===== config.mk =====
export PLATFORM = sky130hd
export DESIGN_NAME = cdp_table
export DESIGN_NICKNAME = d
export VERILOG_FILES = /design/src/cdp_pkg.sv /design/src/cdp_table.sv
export SDC_FILE = /design/constraint.sdc
export NUM_CORES = 2
export LEC_CHECK = 0
export BUFFER_PORTS_ARGS = -buffer_cell sky130_fd_sc_hd__buf_4
export CELL_PAD_IN_SITES_DETAIL_PLACEMENT = 0
export CELL_PAD_IN_SITES_GLOBAL_PLACEMENT = 2
export CORE_MARGIN = 2
export CORE_UTILIZATION = 50
export CTS_CLUSTER_DIAMETER = 200
export CTS_CLUSTER_SIZE = 10
export DETAILED_ROUTE_END_ITERATION = 10
export HOLD_SLACK_MARGIN = 0.02
export PLACE_DENSITY_LB_ADDON = 0.1
export SETUP_SLACK_MARGIN = 0.02
export SYNTH_ARGS = -nofsm -noshare
export SYNTH_HDL_FRONTEND = slang
export SYNTH_SLANG_ARGS = --single-unit

===== constraint.sdc =====
create_clock -name clk -period 7.2 [get_ports clk]
set_input_delay 1.44 -clock clk [delete_from_list [all_inputs] [get_ports clk]]
set_output_delay 1.44 -clock clk [all_outputs]
set_load 0.02 [all_outputs]

===== src/cdp_pkg.sv =====
// Shared types and constants of the clock synthesizer divider planner.
package cdp_pkg;

	localparam logic [27:0] TARGET_MIN = 28'd1000000;
	localparam logic [27:0] TARGET_MAX = 28'd225000000;
	localparam logic [19:0] FRAC_DEN   = 20'd1000000;
	localparam logic [47:0] M_LOW      = 48'd14;
	localparam logic [47:0] M_HIGH     = 48'd91;
	localparam logic [17:0] P1_BIAS    = 18'd512;

	localparam logic [2:0] CFG_XTAL  = 3'd0;
	localparam logic [2:0] CFG_VMIN  = 3'd1;
	localparam logic [2:0] CFG_VMAX  = 3'd2;
	localparam logic [2:0] CFG_SRATE = 3'd3;
	localparam logic [2:0] CFG_QUAD  = 3'd4;
	localparam logic [2:0] CFG_SEL   = 3'd5;

	localparam logic [1:0] SEL_BEST  = 2'd0;
	localparam logic [1:0] SEL_MID   = 2'd1;
	localparam logic [1:0] SEL_WORST = 2'd2;
	localparam logic [1:0] SEL_FRAC  = 2'd3;

	typedef struct packed {
		logic [9:0]  rank;
		logic [18:0] abs_off;
		logic [9:0]  n;
		logic [6:0]  m;
		logic [27:0] lo;
	} cand_t;

endpackage


===== src/cdp_table.sv =====
// Candidate table memory with registered read.
module cdp_table #(
	parameter int DEPTH = 32,
	parameter int IW    = 5
) (
	input  logic                 clk,
	input  logic                 we,
	input  logic [IW-1:0]        waddr,
	input  cdp_pkg::cand_t       wdata,
	input  logic [IW-1:0]        raddr,
	output cdp_pkg::cand_t       rdata
);
	import cdp_pkg::*;

	cand_t mem [DEPTH];
	cand_t rd_q;

	always_ff @(posedge clk) begin
		if (we) begin
			mem[waddr] <= wdata;
		end
		rd_q <= mem[raddr];
	end

	assign rdata = rd_q;
endmodule


## Word level (Yosys, flattened, before mapping)

Memory sizes are Yosys's and may differ from the RTL's. A register that Yosys moved wholly into a read port is not among the register bits.
Index checks and enable logic that the tools add are counted.

- Input bits: 86
- Bits in registers: 0
- Bits in writable memories: 2368
- Word-level logic and storage cells: 3
- Output and inout bits: 74
- Memories: 1

- Muxes and demuxes: 2

Memory list:

| memory | depth | width | read ports | clocked after Yosys merged registers in | wr ports | RTL line | source |
|---|---|---|---|---|---|---|---|
| mem | 32 | 74 | 1 | 1 | 1 | cdp_table.sv:15 | `cand_t mem [DEPTH];` |

Operators by type and width:

| operator | number |
|---|---|
| 1-bit two-way mux | 2 |

## Logic depth before layout (Yosys ltp)

- Depth after elaboration: 2
- Gate-level depth with buffers: 9
- Mapped depth without buffers: 4

## Worst setup path before layout

Ideal clock, no wire load.

- Path kind: input -> register
- Start point: in waddr[1]
- End point: mem mem[12][0] (netlist name) (enable)
- Stages: 3
- Arrival time: 5.189 ns
- Path slack: 1.504 ns
- Required time: 6.693 ns
- Path through: or3b_2 -> clkbuf_1 -> nor2_1

RTL lines:

| element | RTL line | source |
|---|---|---|
| from (decl) | cdp_table.sv:8 | `input logic [IW-1:0] waddr,` |
| to (decl) | cdp_table.sv:15 |  |

No word-level cell before the write port.

==> impl_metrics.yaml <==
run_status:
  run_status: "completed"
clock_network:
  postCtsSetupBuffers: 0
  cts_resized: 0
  cts-root-buf: "clkbuf_16"
  hold_buffers: 0
  cts_tree: "built"
  cts.sinks: 2442
  numCtsBuffers: 294
  clk_path_buf_depth: 4
  clkTransAtPathRegs_ns: 0.05
  insertion_delay_ns: 0.91
  htree_num_levels: 5
timing:
  fin_crit_sh_pct: 52.6
  period_needed_ns: 3.78
  setup_viol: 0
  hold_violations: 0
  rsz0062_at_grt: "no"
  maxSlewViolCount: 0
  worst_pin_slew_ns: 1.13
  fin_setup_tns_ns: 0
  clock_skew_ns: 0.0269
  relSlewSlack_pct: 24.9
  max_freq_ghz: 0.264
setup_path:
  crit_arrival_ns: 4.63
  required_ns: 8.04
  cp-start-kind: "input port"
  cp_max_fo: 42
  criticalPathCategory: "input port to flop"
  crit_path_end_kind: "flop"
synth:
  synth_nets: 4418
  synthSimpleGateAreaFrac_pct: 1.51
  yosysSeqAreaShare_pct: 79.3
  synth_ff_type: "edfxtp_1"
  ys_async_sr_fraction_pct: 0
  syn-instance-count: 4332
  synthAdderAreaFrac_pct: 0
  synthDistinctLibCells: 35
  avgSynthCellArea_um2: 21.1
  synth_xor_area_share_pct: 0
  synthMuxAreaShare_pct: 13.8
  ys_ff_latch: 2442
  synth_top_family_by_area: "multiplexers"
  synth_compound_area_share_pct: 4.02
  synth_area_um2: 91600
  synth_enable_flop_cells: 2368
  yosysWarnings: 0
layout:
  fin_area_um2: 104000
  stdcell_count: 7177
  final_common_cell: "edfxtp_1"
  post-route-util_pct: 57.0
  syn_to_final_growth_pct: 13.6
  drive_gt1_share_pct: 19.0
  filler_cell_count: 13532
  nNetsFinal: 4714
  layout_common_cells: "edfxtp_1 (2368), mux2i_1 (576), a22oi_1 (361)"
drt:
  drc: 0
  drtAntennaViolNets: 0
  dr.pass1.iters: 5
  post_drt_wl_per_cell_um: 32.4
  route.vias.total: 44376
  via_per_inst: 6.18
  drt_iter0_drc: 4169
  totalWireLength_um: 233000
pwr:
  peakVddDrop_mv: 0.304
  seqPwrFrac_pct: 52.6
  switching_share_pct: 20.8
  p_int_mw: 24.0
  switching_power_mw: 6.31
  p_clk_share_pct: 42.7
  p_leak_nw: 34.0
  pwr-share-comb_pct: 4.7
  p_per_area_nw_per_um2: 291
global_routing:
  grt_antenna_before_repair: 4
  grt_pass1_wl_um: 331000
  grt_use_total_pct: 25.1
  grt_pass1_vias: 44828
  grt_max_degree: 130
  overflow: 0
worst_hold_path:
  min_path_type: "flop to flop"
placed_design:
  dpl.hpwl_um: 112000
  place_area_um2: 95900
  gp_congestion: 0.728
  place.port_buffers: 159
  dp.cells: 6717
die:
  design.portCount: 160
  dieArea_um2: 187000
  die_height_um: 432
  design.core.area_um2: 182000
  num_rows: 157
  start_util_pct: 50.2
  die_w_um: 432
job:
  maxCapViolCount: 0
## routing by layer
layer | global-route usage [%] | vias up | wire, µm
li1 | - | 18721 | -
met1 | 35.3 | 23991 | 100000
met2 | 41.4 | 1323 | 116000
met3 | 3.66 | 341 | 11700
met4 | 6.28 | 0 | 4780
met5 | 0 | - | 0
## registers in the layout (all words and copies together), names as in the netlist
signal  flops
mem      2368
rdata      74
## cell families after synthesis
group / after synthesis
flops: 2442
buf+inv: 247
mux: 880
compound gates: 494
simple gates: 269
## layout make-up
type | count | area (µm²) | area share (%)
Timing Repair Buffer | 247 | 2290 | 2.21
Clock buffer | 453 | 8100 | 7.79
Sequential cell | 2442 | 72600 | 69.8
Multi-Input combinational cell | 1643 | 18000 | 17.3
Antenna cell | 3 | 7.51 | 0.00722
Clock inverter | 4 | 35.0 | 0.0337
Tap cell | 2385 | 2980 | 2.87
## synth_stat cells (12+ instances only)
| cell | count | area [µm²] |
|---|---|---|
| a21oi_1 | 12 | 60.1 |
| mux4_2 | 304 | 6850 |
| buf_2 | 76 | 380 |
| buf_4 | 44 | 330 |
| a22oi_1 | 361 | 2710 |
| nand2_1 | 18 | 67.6 |
| a31oi_1 | 47 | 294 |
| buf_1 | 12 | 45.0 |
| nand4_1 | 28 | 175 |
| nor2b_1 | 17 | 106 |
| mux2i_1 | 576 | 5770 |
| a22o_1 | 50 | 438 |
| dfxtp_1 | 74 | 1480 |
| nor2_1 | 40 | 150 |
| buf_6 | 16 | 180 |
| edfxtp_1 | 2368 | 71100 |
| clkbuf_1 | 98 | 368 |
| nand3_1 | 138 | 691 |
## power groups by stage
| stage | sequential [mW] | clock, mW | combinational (mW) |
|---|---|---|---|
| 2_1_floorplan | 16.2 | 0 | 0.743 |
| 3_3_place_gp | 16.2 | 0 | 1.43 |
| 3_5_place_dp | 16.2 | 0 | 1.44 |
| 4_1_cts | 15.9 | 13.2 | 1.44 |
| 5_1_grt | 15.9 | 13.8 | 1.53 |
| 6_report | 15.9 | 12.9 | 1.42 |
## worst max-delay path, stage by stage
cell     delay [ns]
buf_4          0.53
nor2b_4        0.86
and2_2         0.89
buf_4          0.55
a22oi_1        0.20
nand3_1        0.12
## worst paths after layout
kind	startpoint	end	slack, ns	cells past startpoint
worst max-delay path	raddr[1]	rdata[28]	3.42	6
worst min register to register	mem[17][40]	rdata[40]	0.64	4
worst min-delay path	mem[17][40]	rdata[40]	0.64	4
worst max register to register	mem[3][5]	rdata[5]	5.42	4
## per-stage QoR
| step | worst slack, ns | hold slack [ns] | power, mW |
|---|---|---|---|
| 5_1_grt | 3.15 | 0.697 | 31.2 |
| 3_3_place_gp | 2.43 | 0.632 | 17.6 |
| 2_1_floorplan | 1.50 | 0.559 | 17.0 |
| 3_5_place_dp | 2.31 | 0.631 | 17.7 |
| 6_report | 3.42 | 0.645 | 30.3 |
| 4_1_cts | 3.30 | 0.644 | 30.6 |
Note: power is estimated with default switching activity, not from simulation.
