File: src/cdp_div.sv
// Restoring divider, one quotient bit per cycle, shared by every division.
module cdp_div (
	input  logic        clk,
	input  logic        arst_n,
	input  logic        start,
	input  logic [47:0] dividend,
	input  logic [29:0] divisor,
	input  logic [5:0]  len,
	output logic        busy,
	output logic [47:0] quot,
	output logic [29:0] rem
);
	logic [47:0] q_q;
	logic [29:0] r_q;
	logic [29:0] d_q;
	logic [5:0]  cnt_q;
	logic        busy_q;
	logic [30:0] trial;
	logic        ge;
	logic [30:0] diff;

	assign trial = {r_q, q_q[47]};
	assign ge    = trial >= {1'b0, d_q};
	assign diff  = trial - {1'b0, d_q};

	always_ff @(posedge clk or negedge arst_n) begin
		if (!arst_n) begin
			busy_q <= 1'b0;
			cnt_q  <= '0;
		end else if (start) begin
			busy_q <= 1'b1;
			cnt_q  <= len;
		end else if (busy_q) begin
			cnt_q  <= cnt_q - 6'd1;
			busy_q <= (cnt_q != 6'd1);
		end
	end

	always_ff @(posedge clk) begin
		if (start) begin
			// align the used dividend bits to the top
			q_q <= dividend << (6'd48 - len);
			r_q <= '0;
			d_q <= divisor;
		end else if (busy_q) begin
			q_q <= {q_q[46:0], ge};
			r_q <= ge ? diff[29:0] : trial[29:0];
		end
	end

	assign busy = busy_q;
	assign quot = q_q;
	assign rem  = r_q;
endmodule

File: config.mk
export PLATFORM = sky130hd
export DESIGN_NAME = cdp_div
export DESIGN_NICKNAME = d
export VERILOG_FILES = /design/src/cdp_div.sv
export SDC_FILE = /design/constraint.sdc
export NUM_CORES = 1
export LEC_CHECK = 0
export ABC_AREA = 0
export BUFFER_PORTS_ARGS = -buffer_cell sky130_fd_sc_hd__clkbuf_2
export CAP_MARGIN = 25
export CORE_AREA = 2 2 113 197
export CTS_CLUSTER_SIZE = 10
export DETAILED_ROUTE_END_ITERATION = 8
export DIE_AREA = 0 0 115 199
export PLACE_DENSITY = 0.66
export SLEW_MARGIN = 20
export SYNTH_ARGS = -nofsm -noshare
export SYNTH_HDL_FRONTEND = slang
export SYNTH_SLANG_ARGS = --single-unit
File: constraint.sdc
create_clock -name clk -period 2.84 [get_ports clk]
set_input_delay 0.284 -clock clk [delete_from_list [all_inputs] [get_ports clk]]
set_output_delay 0.284 -clock clk [all_outputs]
set_load 0.05 [all_outputs]
; Word level (Yosys, flattened, before mapping)
; Cells that the tools add are included.
[op_classes]
addsub = 3
mul = 0
div_mod_pow = 0
magnitude_cmp = 1
n_eq_ne = 1
n_shift = 1
muxes = 7
bitwise_logic = 0
n_reduce_logical = 1
[ops]
columns = operator, n
row1 = 48-bit two-way mux, 2
row2 = 48-bit by 6-bit << shifter with 48-bit output, 1
row3 = 31-bit by 30-bit >= comparator with 1-bit output, 1
row4 = 30-bit two-way mux, 1
row5 = 30-bit subtractor, 1
row6 = 6-bit two-way mux, 2
row7 = "6-bit by 1-bit inequality test with 1-bit output, second input constant", 1
row8 = "6-bit by 1-bit subtractor with 6-bit output, second input constant", 1
row9 = "6-bit subtractor, first input constant", 1
row10 = 1-bit two-way mux, 2
row11 = 2-bit nonzero test, 1
[totals]
ff_bits = 115
latchBits = 0
ram_bits = 0
rom_bits = 0
inputBits = 87
out_inout_bits = 79
elab_cells = 19
mem_count = 0

; Depth between registers and ports, before layout
; Gate-level depths: netlist (run 1).
[logic_depth]
word_depth = 3
ltp_mapped = 15
ltp_nobuf = 13

; Worst setup path after synthesis (run 1)
; No wires, ideal clock.
[synth_path]
path_type = input to register
start = input len[0]
end = register q_q[37], in the netlist quot[37], data pin
setup_time_ns = 0.255
arrival_ns = 3.114
required_time_ns = 2.585
slack_ns = -0.529
path_stages = 13
n_path_buf = 5
path_cell_list = buf_2 -> buf_2 -> buf_2 -> inv_1 -> ha_1 -> clkbuf_1 -> clkbuf_1 -> mux4_2 -> mux2i_1 -> mux2i_1 -> a21oi_1 -> o221ai_1 -> o21a_1
[synth_via]
elab_chain_cells = 3
[synth_rtl]
columns = element, line
row1 = "start, declared", 8  ; input logic [5:0] len,
row2 = 6-bit subtractor, 42  ; q_q <= dividend << (6'd48 - len);
row3 = 48-bit by 6-bit << shifter with 48-bit output, 42
row4 = 48-bit two-way mux, 40  ; if (start) begin
row5 = "end signal, assigned", 42
row6 = "end signal, assigned", 46  ; q_q <= {q_q[46:0], ge};
row7 = "end, declared", 13  ; logic [47:0] q_q;
; Every way passes these cells.
; A chain may end at the register's enable or synchronous reset.

; Final worst setup path (run 1)
[layout_path]
start = register q_q[47], in the netlist quot[47]
end = register r_q[28], in the netlist rem[28]
[layout_via]
elab_chain_cells = 2
elab_cells_between_ends = 3
cone_classes = 1 x add/sub / 1 x order compare / 1 x mux
[layout_rtl]
columns = element, line
row1 = 30-bit subtractor / 31-bit by 30-bit >= comparator with 1-bit output (equally long branches), "24, 23"
row2 = 30-bit two-way mux *, 47  ; r_q <= ge ? diff[29:0] : trial[29:0];
row3 = "end signal, assigned", 47
row4 = "end, declared", 14  ; logic [29:0] r_q;
; Every way passes the cells marked *; elsewhere a longest branch is shown, timed or not.

==> reports/qor.yml, run 1 <==
outcome:
  outcome: "complete, but fails checks"
  failed_checks: "setup timing"
timing:
  slew_headroom_pct: 31.0
  maxSlewViolCount: 0
  setup_slack_ns: -0.0627
  hold_viol: 0
  min_period_ns: 2.90
  setup_viol: 1
  timing.hold.ws_ns: 0.0322
  worst-slew-pin-transition_ns: 1.03
  skew_ns: 0.00943
  rsz0062_at_grt: "yes"
  fin_crit_sh_pct: 102
  timing.fmax_mhz: 345
synth:
  avgSynthCellArea_sq_um: 9.20
  seq_area_frac_synth_pct: 35.5
  synthDistinctLibCells: 71
  synth_top_area_share_pct: 26.7
  syn-num-nets: 1076
  synth_largest_area_cell: "edfxtp_1"
  synth_area_leaders: "edfxtp_1 27%, mux2i_1 7.6%, mux4_2 7.2%"
  async_reset_ff_share_pct: 6.09
  netlist_area_sq_um: 8770
  ys_warn_count: 0
  syn-instance-count: 954
  yosys_register_bits: 115
  ys.flop_type: "edfxtp_1"
  synth_edf_count: 78
clock_tree:
  cts_root_buf: "clkbuf_16"
  htreeDepth: 4
  cts_sinks: 115
  clk_path_buf_depth: 2
  clk_pin_slew_ns: 0.06
  cts_tree: "done"
  numCtsBuffers: 17
  clk_latency_ns: 0.42
power:
  pwr-share-seq_pct: 23.9
  irDropWorstVdd_uv: 803
  p_switching_w: 0.00481
  internal-power_w: 0.00591
  switching_share_pct: 44.9
  power_frac_clock_pct: 20.8
  leakagePower_nw: 5.08
  comb_power_share_pct: 55.3
  power_density_nw_per_um2: 946
global_route:
  grt.total_usage_pct: 24.6
  grt_pass1_vias: 8145
  grt_pass1_wl_mm: 42.4
  antenna_found_initial: 0
  grt_overflow: 0
  grt_max_degree: 105
die:
  dieWidth_um: 115
  die_area_sq_um: 22900
  rows: 71
  core-area_sq_um: 21300
  initial_core_util_pct: 41.2
  num_io_pins: 166
  die_y_um: 199
final_layout:
  fin_cells: 1424
  fin_nets: 1278
  post-route-util_pct: 53.2
  area_delta_synth_final_pct: 29.2
  antenna_cells: 0
  stdcell_area_sq_um: 11300
  drive_gt1_share_pct: 31.1
setup_path:
  crit_required_ns: 3.18
  crit_path_max_fanout: 2
  crit_path_end_kind: "flip-flop"
  cp_common_cell: "inv_2"
  r2r_cells: 13
  cpMaxStageDelayCell: "edfxtp_1"
  start_kind: "flip-flop"
  r2r_start: "quot[47]$_DFFE_PP_"
  max_stage_delay_ns: 0.40
  crit_type: "flip-flop to flip-flop"
  crit_family: "compound AO/OA/AOI/OAI gates"
  critPathArrivalTime_ns: 3.24
  r2r_end: "rem[28]$_SDFFE_PP0P_"
  cp_num_buf_inv: 2
  path_cells: "inv_2 > ha_4 > inv_2 > fa_2 > a21o_1 > a221oi_4 > nor3_4 > o311a_1 > o221ai_2 > o31ai_2 > mux2_4 > and3_4 > nor4_4"
  reg2reg_slack_ns: -0.06
routing:
  drc: 0
  ant_nets: 0
  dr.pass1.iters: 7
  drt_iter0_drc: 507
  vias: 8243
  routedWlPerCell_um: 20.1
  vias_per_cell: 5.79
  wl_mm: 28.7
worst_hold_path:
  hold_start: "divisor[7]"
  hp-class: "primary input to flip-flop"
  holdPathEnd: "d_q[7]$_DFFE_PP_"
  holdPathStages: 1
placement:
  postPlaceCellArea_sq_um: 10400
  io_buffers: 165
  place_congestion: 0.990
  dp_hpwl_mm: 21.8
  place_inst: 1372
flow_run:
  max-cap-violations: 0
-- cell usage in the layout (no fill, tap or decap), types with 4 or more instances in the layout --
master and count:
a31oi_1 8, dfxtp_2 4, a21oi_1 93, dfrtp_1 6, a21o_1 14, and3_1 6, nor3_1 6, a22oi_1 6
o221ai_1 6, clkbuf_2 163, o211ai_1 7, nor2_1 106, xnor2_1 15, nor2b_1 5, clkbuf_16 18, dfxtp_1 26
buf_4 71, o21a_1 8, and2_1 4, nand2_1 97, a311oi_1 5, mux4_2 28, clkinv_4 4, xor2_1 16
mux2i_1 67, buf_12 10, o21bai_1 6, o2bb2ai_1 21, inv_1 45, a22o_1 7, a211oi_1 38, ha_4 4
nand4_1 5, ha_1 28, mux2_2 7, edfxtp_1 78, nand3_1 12, o21ai_0 30
-- how the worst max path moves through the flow --
stage                        from              endpoint  slack [ns]  cells after the start
2_1_floorplan  quot[47]$_DFFE_PP_  rem[28]$_SDFFE_PP0P_       -0.27                     13
3_5_place_dp   quot[47]$_DFFE_PP_  rem[28]$_SDFFE_PP0P_       -0.11                     13
3_3_place_gp               len[0]    quot[33]$_DFFE_PP_       -0.15                     10
6_report       quot[47]$_DFFE_PP_  rem[28]$_SDFFE_PP0P_       -0.06                     13
4_1_cts        quot[47]$_DFFE_PP_  rem[28]$_SDFFE_PP0P_       -0.05                     13
5_1_grt        quot[47]$_DFFE_PP_  rem[28]$_SDFFE_PP0P_       -0.29                     13
-- power groups by stage --
stage | clock network (W) | logic, W | registers (W)
2_1_floorplan | 0 | 0.00277 | 0.00359
5_1_grt | 0.00233 | 0.00639 | 0.00261
4_1_cts | 0.00227 | 0.00556 | 0.00255
3_3_place_gp | 0 | 0.00532 | 0.00258
6_report | 0.00223 | 0.00594 | 0.00256
3_5_place_dp | 0 | 0.00536 | 0.00258
-- cell families (layout without fill, tap and decap cells) --
group           count (synthesis)  count (layout)  synth area share (%)
compound gates                284             284                  21.5
simple gates                  263             263                  13.0
buf+inv                       117             332                  5.22
flops                         115             115                  35.5
mux                           103             103                  15.9
xor+xnor                       37              37                  3.69
fa+ha+maj                      35              35                  5.08
-- sequential cells by signal, indices dropped and copies added, names as in the netlist --
name and flops:
quot 48, cnt_q 6, busy 1, rem 30, d_q 30
-- worst register-to-register path, stage by stage, from the launching register on --
cell,delay (ns)
edfxtp_1,0.40
inv_2,0.09
ha_4,0.12
inv_2,0.03
fa_2,0.35
a21o_1,0.21
a221oi_4,0.31
nor3_4,0.09
o311a_1,0.34
o221ai_2,0.18
o31ai_2,0.09
mux2_4,0.30
and3_4,0.18
nor4_4,0.12
-- per-stage QoR --
step	setup slack [ns]	TNS, ns	power, W
2_1_floorplan	-0.265	-0.721	0.00635
3_3_place_gp	-0.150	-1.01	0.00791
3_5_place_dp	-0.112	-0.630	0.00794
4_1_cts	-0.0495	-0.0571	0.0104
5_1_grt	-0.291	-2.19	0.0113
6_report	-0.0627	-0.0627	0.0107
-- metal layers --
metal  global-route usage, %  part of all wire [%]  vias to the layer above
met4                    15.7                   6.3                        0
met3                    4.08                   4.7                       93
met1                    24.0                    34                     3906
met2                    46.5                    55                      298
met5                       0                     0                        -
li1                        -                     -                     3946
-- repair_timing --
item                                    CTS  global route
resized for setup                         3            34
buffers inserted                          5            12
endpoints found under the setup margin   16            29
pin swaps                                 6            22
endpoints found under the hold margin     7             0
gates cloned                              1             1
hold buffers                              1             0
-- layout make-up --
| class | instances | area, sq um |
|---|---|---|
| Clock buffer | 18 | 429 |
| Clock inverter | 14 | 179 |
| Fill cell | 1987 | 9990 |
| Inverter | 49 | 186 |
| Multi-Input combinational cell | 722 | 5440 |
| Sequential cell | 115 | 3120 |
| Tap cell | 255 | 319 |
| Timing Repair Buffer | 251 | 1660 |
-- synthesized netlist by cell type (8+ instances only) --
cell	count
edfxtp_1	78
xnor2_1	18
ha_1	34
a211oi_1	38
inv_1	48
nand2_1	97
o21a_1	8
dfxtp_1	30
a21oi_1	96
clkbuf_1	57
xor2_1	19
nor2_1	106
a31oi_1	10
nand3_1	13
buf_2	9
o2bb2ai_1	21
mux2i_1	67
mux4_2	28
o21ai_0	33
a21o_1	14
Note: power is estimated with default switching activity, not from simulation.
==> run 2, diff against run 1 <==
--- a/config.mk
+++ b/config.mk
@@ -8,10 +8,11 @@
 export ABC_AREA = 0
 export BUFFER_PORTS_ARGS = -buffer_cell sky130_fd_sc_hd__clkbuf_2
 export CAP_MARGIN = 25
-export CORE_AREA = 2 2 113 197
+export CORE_AREA = 2 2 148 150
 export CTS_CLUSTER_SIZE = 10
 export DETAILED_ROUTE_END_ITERATION = 8
-export DIE_AREA = 0 0 115 199
+export DIE_AREA = 0 0 150 152
+export HOLD_SLACK_MARGIN = 0.12
 export PLACE_DENSITY = 0.66
 export SLEW_MARGIN = 20
 export SYNTH_ARGS = -nofsm -noshare
==> reports/qor.yml, run 2 (synthesis results as in run 1) <==
outcome:
  outcome: "complete, but fails checks"
  failed_checks: "setup timing"
worst_hold_path:
  hp-class: "primary input to flip-flop"
  holdPathStages: 3  # +2
global_route:
  grt_overflow: 0  # unchanged
  antenna_found_initial: 0  # unchanged
  grt_max_degree: 65  # -38%
  grt.total_usage_pct: 23.3  # -1.3 points
  grt_pass1_vias: 7778  # -4.5%
  grt_pass1_wl_mm: 41.9  # -1.2%
die:
  dieWidth_um: 150  # +30%
  core-area_sq_um: 21400  # +0.14%
  num_io_pins: 166  # unchanged
  rows: 54  # -24%
  die_area_sq_um: 22800  # -0.37%
  initial_core_util_pct: 41.1  # -0.058 points
  die_y_um: 152  # -24%
final_layout:
  layout_common_cells: "163 x clkbuf_2, 106 x nor2_1, 97 x nand2_1, 93 x a21oi_1, 78 x edfxtp_1"
  final_common_cell: "clkbuf_2"
  largest_reg_flops: 48  # unchanged
  antenna_cells: 0  # unchanged
  post-route-util_pct: 53.9  # +0.73 points
  fin_nets: 1304  # +2.0%
  drive_gt1_share_pct: 29.7  # -1.4 points
  area_delta_synth_final_pct: 31.1
  n_fill_cell: 2007  # +1.0%
  stdcell_area_sq_um: 11500  # +1.5%
power:
  p_switching_w: 0.00470  # -2.3%
  comb_power_share_pct: 54.7  # -0.6 points
  power_frac_clock_pct: 20.5  # -0.3 points
  power_density_nw_per_um2: 904  # -4.5%
  leakagePower_nw: 5.14  # +1.0%
  internal-power_w: 0.00570  # -3.6%
  switching_share_pct: 45.2  # +0.32 points
  pwr-share-seq_pct: 24.8  # +0.9 points
  irDropWorstVdd_uv: 669  # -17%
routing:
  ant_nets: 0  # unchanged
  vias: 8177  # -0.80%
  routedWlPerCell_um: 17.9  # -11%
  drc: 0  # unchanged
  vias_per_cell: 5.54  # -4.2%
  wl_mm: 26.5  # -7.7%
  dr.pass1.iters: 5  # -2
  drt_iter0_drc: 663  # +31%
timing:
  setup_viol: 1  # unchanged
  fin_crit_sh_pct: 102  # about the same
  setup_tns_ns: -0.0613  # +0.00134 ns
  min_period_ns: 2.90  # -0.00134 ns
  worst-slew-pin-transition_ns: 0.734  # -0.292 ns
  skew_ns: 0.00772  # -0.00171 ns
  slew_headroom_pct: 50.6  # +20 points
  rsz0062_at_grt: "yes"
  maxSlewViolCount: 0  # unchanged
  setup_slack_ns: -0.0613  # +0.00134 ns
  timing.fmax_mhz: 345  # about the same
  timing.hold.ws_ns: 0.218  # +0.186 ns
  hold_viol: 0  # unchanged
clock_tree:
  clk_latency_ns: 0.42  # about the same
  numCtsBuffers: 17  # unchanged
  cts_sinks: 115  # unchanged
  clk_pin_slew_ns: 0.06  # about the same
  htreeDepth: 4  # unchanged
  cts_root_buf: "clkbuf_16"
  cts_tree: "done"
  clk_path_buf_depth: 2  # unchanged
placement:
  dp_hpwl_mm: 19.6  # -9.9%
  postPlaceCellArea_sq_um: 10300  # about the same
  place_congestion: 0.924  # -6.6%
  io_buffers: 165  # unchanged
setup_path:
  crit_required_ns: 3.17  # about the same
  crit_path_max_fanout: 3  # +1
  crit_type: "flip-flop to flip-flop"
  start_kind: "flip-flop"
  crit_path_end_kind: "flip-flop"
  critPathArrivalTime_ns: 3.23  # about the same
  r2r_cells: 13  # unchanged
flow_run:
  max-cap-violations: 0  # unchanged
[run 2: timing repair]
action,in CTS,in global routing
buffers inserted,1,12
pin swaps,1,17
setup endpoints to repair,6,24
gates cloned,0,1
hold buffers,32,0
hold endpoints to repair,38,0
resized for setup,2,25
[run 2: stage by stage]
stage | total power, W | setup slack (ns) | cells
finish | 0.0104 | -0.0613 | 1475
global route | 0.0110 | -0.222 | 1475
CTS | 0.0100 | -0.0383 | 1462
floorplan | 0.00635 | -0.265 | 954
detailed placement | 0.00780 | -0.0866 | 1397
global placement | 0.00777 | -0.0245 | 1397
[run 2: area by class of cell]
cell class,count,area [sq um],share of cell area (%)
Clock buffer,17,425,3.70
Timing Repair Buffer,277,1870,16.3
Tap cell,280,350,3.04
Inverter,49,186,1.62
Clock inverter,15,158,1.37
Multi-Input combinational cell,722,5390,46.8
Sequential cell,115,3120,27.2
[run 2: path summary, 6_finish.rpt]
check / startpoint / endpoint / slack, ns
setup / recovery: quot[47]$_DFFE_PP_ / rem[28]$_SDFFE_PP0P_ / -0.06
hold / removal: len[3] / cnt_q[3]$_DFFE_PN0P_ / 0.22
setup reg to reg: quot[47]$_DFFE_PP_ / rem[28]$_SDFFE_PP0P_ / -0.06
hold reg to reg: rem[21]$_SDFFE_PP0P_ / rem[22]$_SDFFE_PP0P_ / 0.52
max in group asynchronous: arst_n / busy$_DFF_PN0_ / 2.41
min in group asynchronous: arst_n / cnt_q[0]$_DFFE_PN0P_ / 0.25
[run 2: per-layer routing]
metal | part of all wire (%) | vias to the layer above | global-route usage [%]
met5 | 0 | - | 0
met4 | 1.9 | 0 | 6.78
met3 | 6.1 | 32 | 4.23
met2 | 47 | 274 | 36.6
met1 | 45 | 3859 | 32.8
li1 | - | 4012 | -
[run 2: power by group through the flow]
stage          Combinational [W]  Clock, W  Sequential, W
2_1_floorplan            0.00277         0        0.00359
3_3_place_gp             0.00519         0        0.00258
3_5_place_dp             0.00522         0        0.00259
4_1_cts                  0.00532   0.00215        0.00256
5_1_grt                  0.00613   0.00223        0.00263
6_report                 0.00569   0.00213        0.00258
[run 2: worst max-delay path, stage by stage (launching register included)]
cell and delay, ns:
edfxtp_1 0.40, inv_2 0.11, ha_4 0.13, inv_2 0.03, fa_2 0.35, a21o_1 0.21
a221oi_4 0.30, nor3_2 0.09, o311a_1 0.33, o221ai_2 0.18, o31ai_2 0.09, mux2_4 0.30
and3_4 0.18, nor4_4 0.11
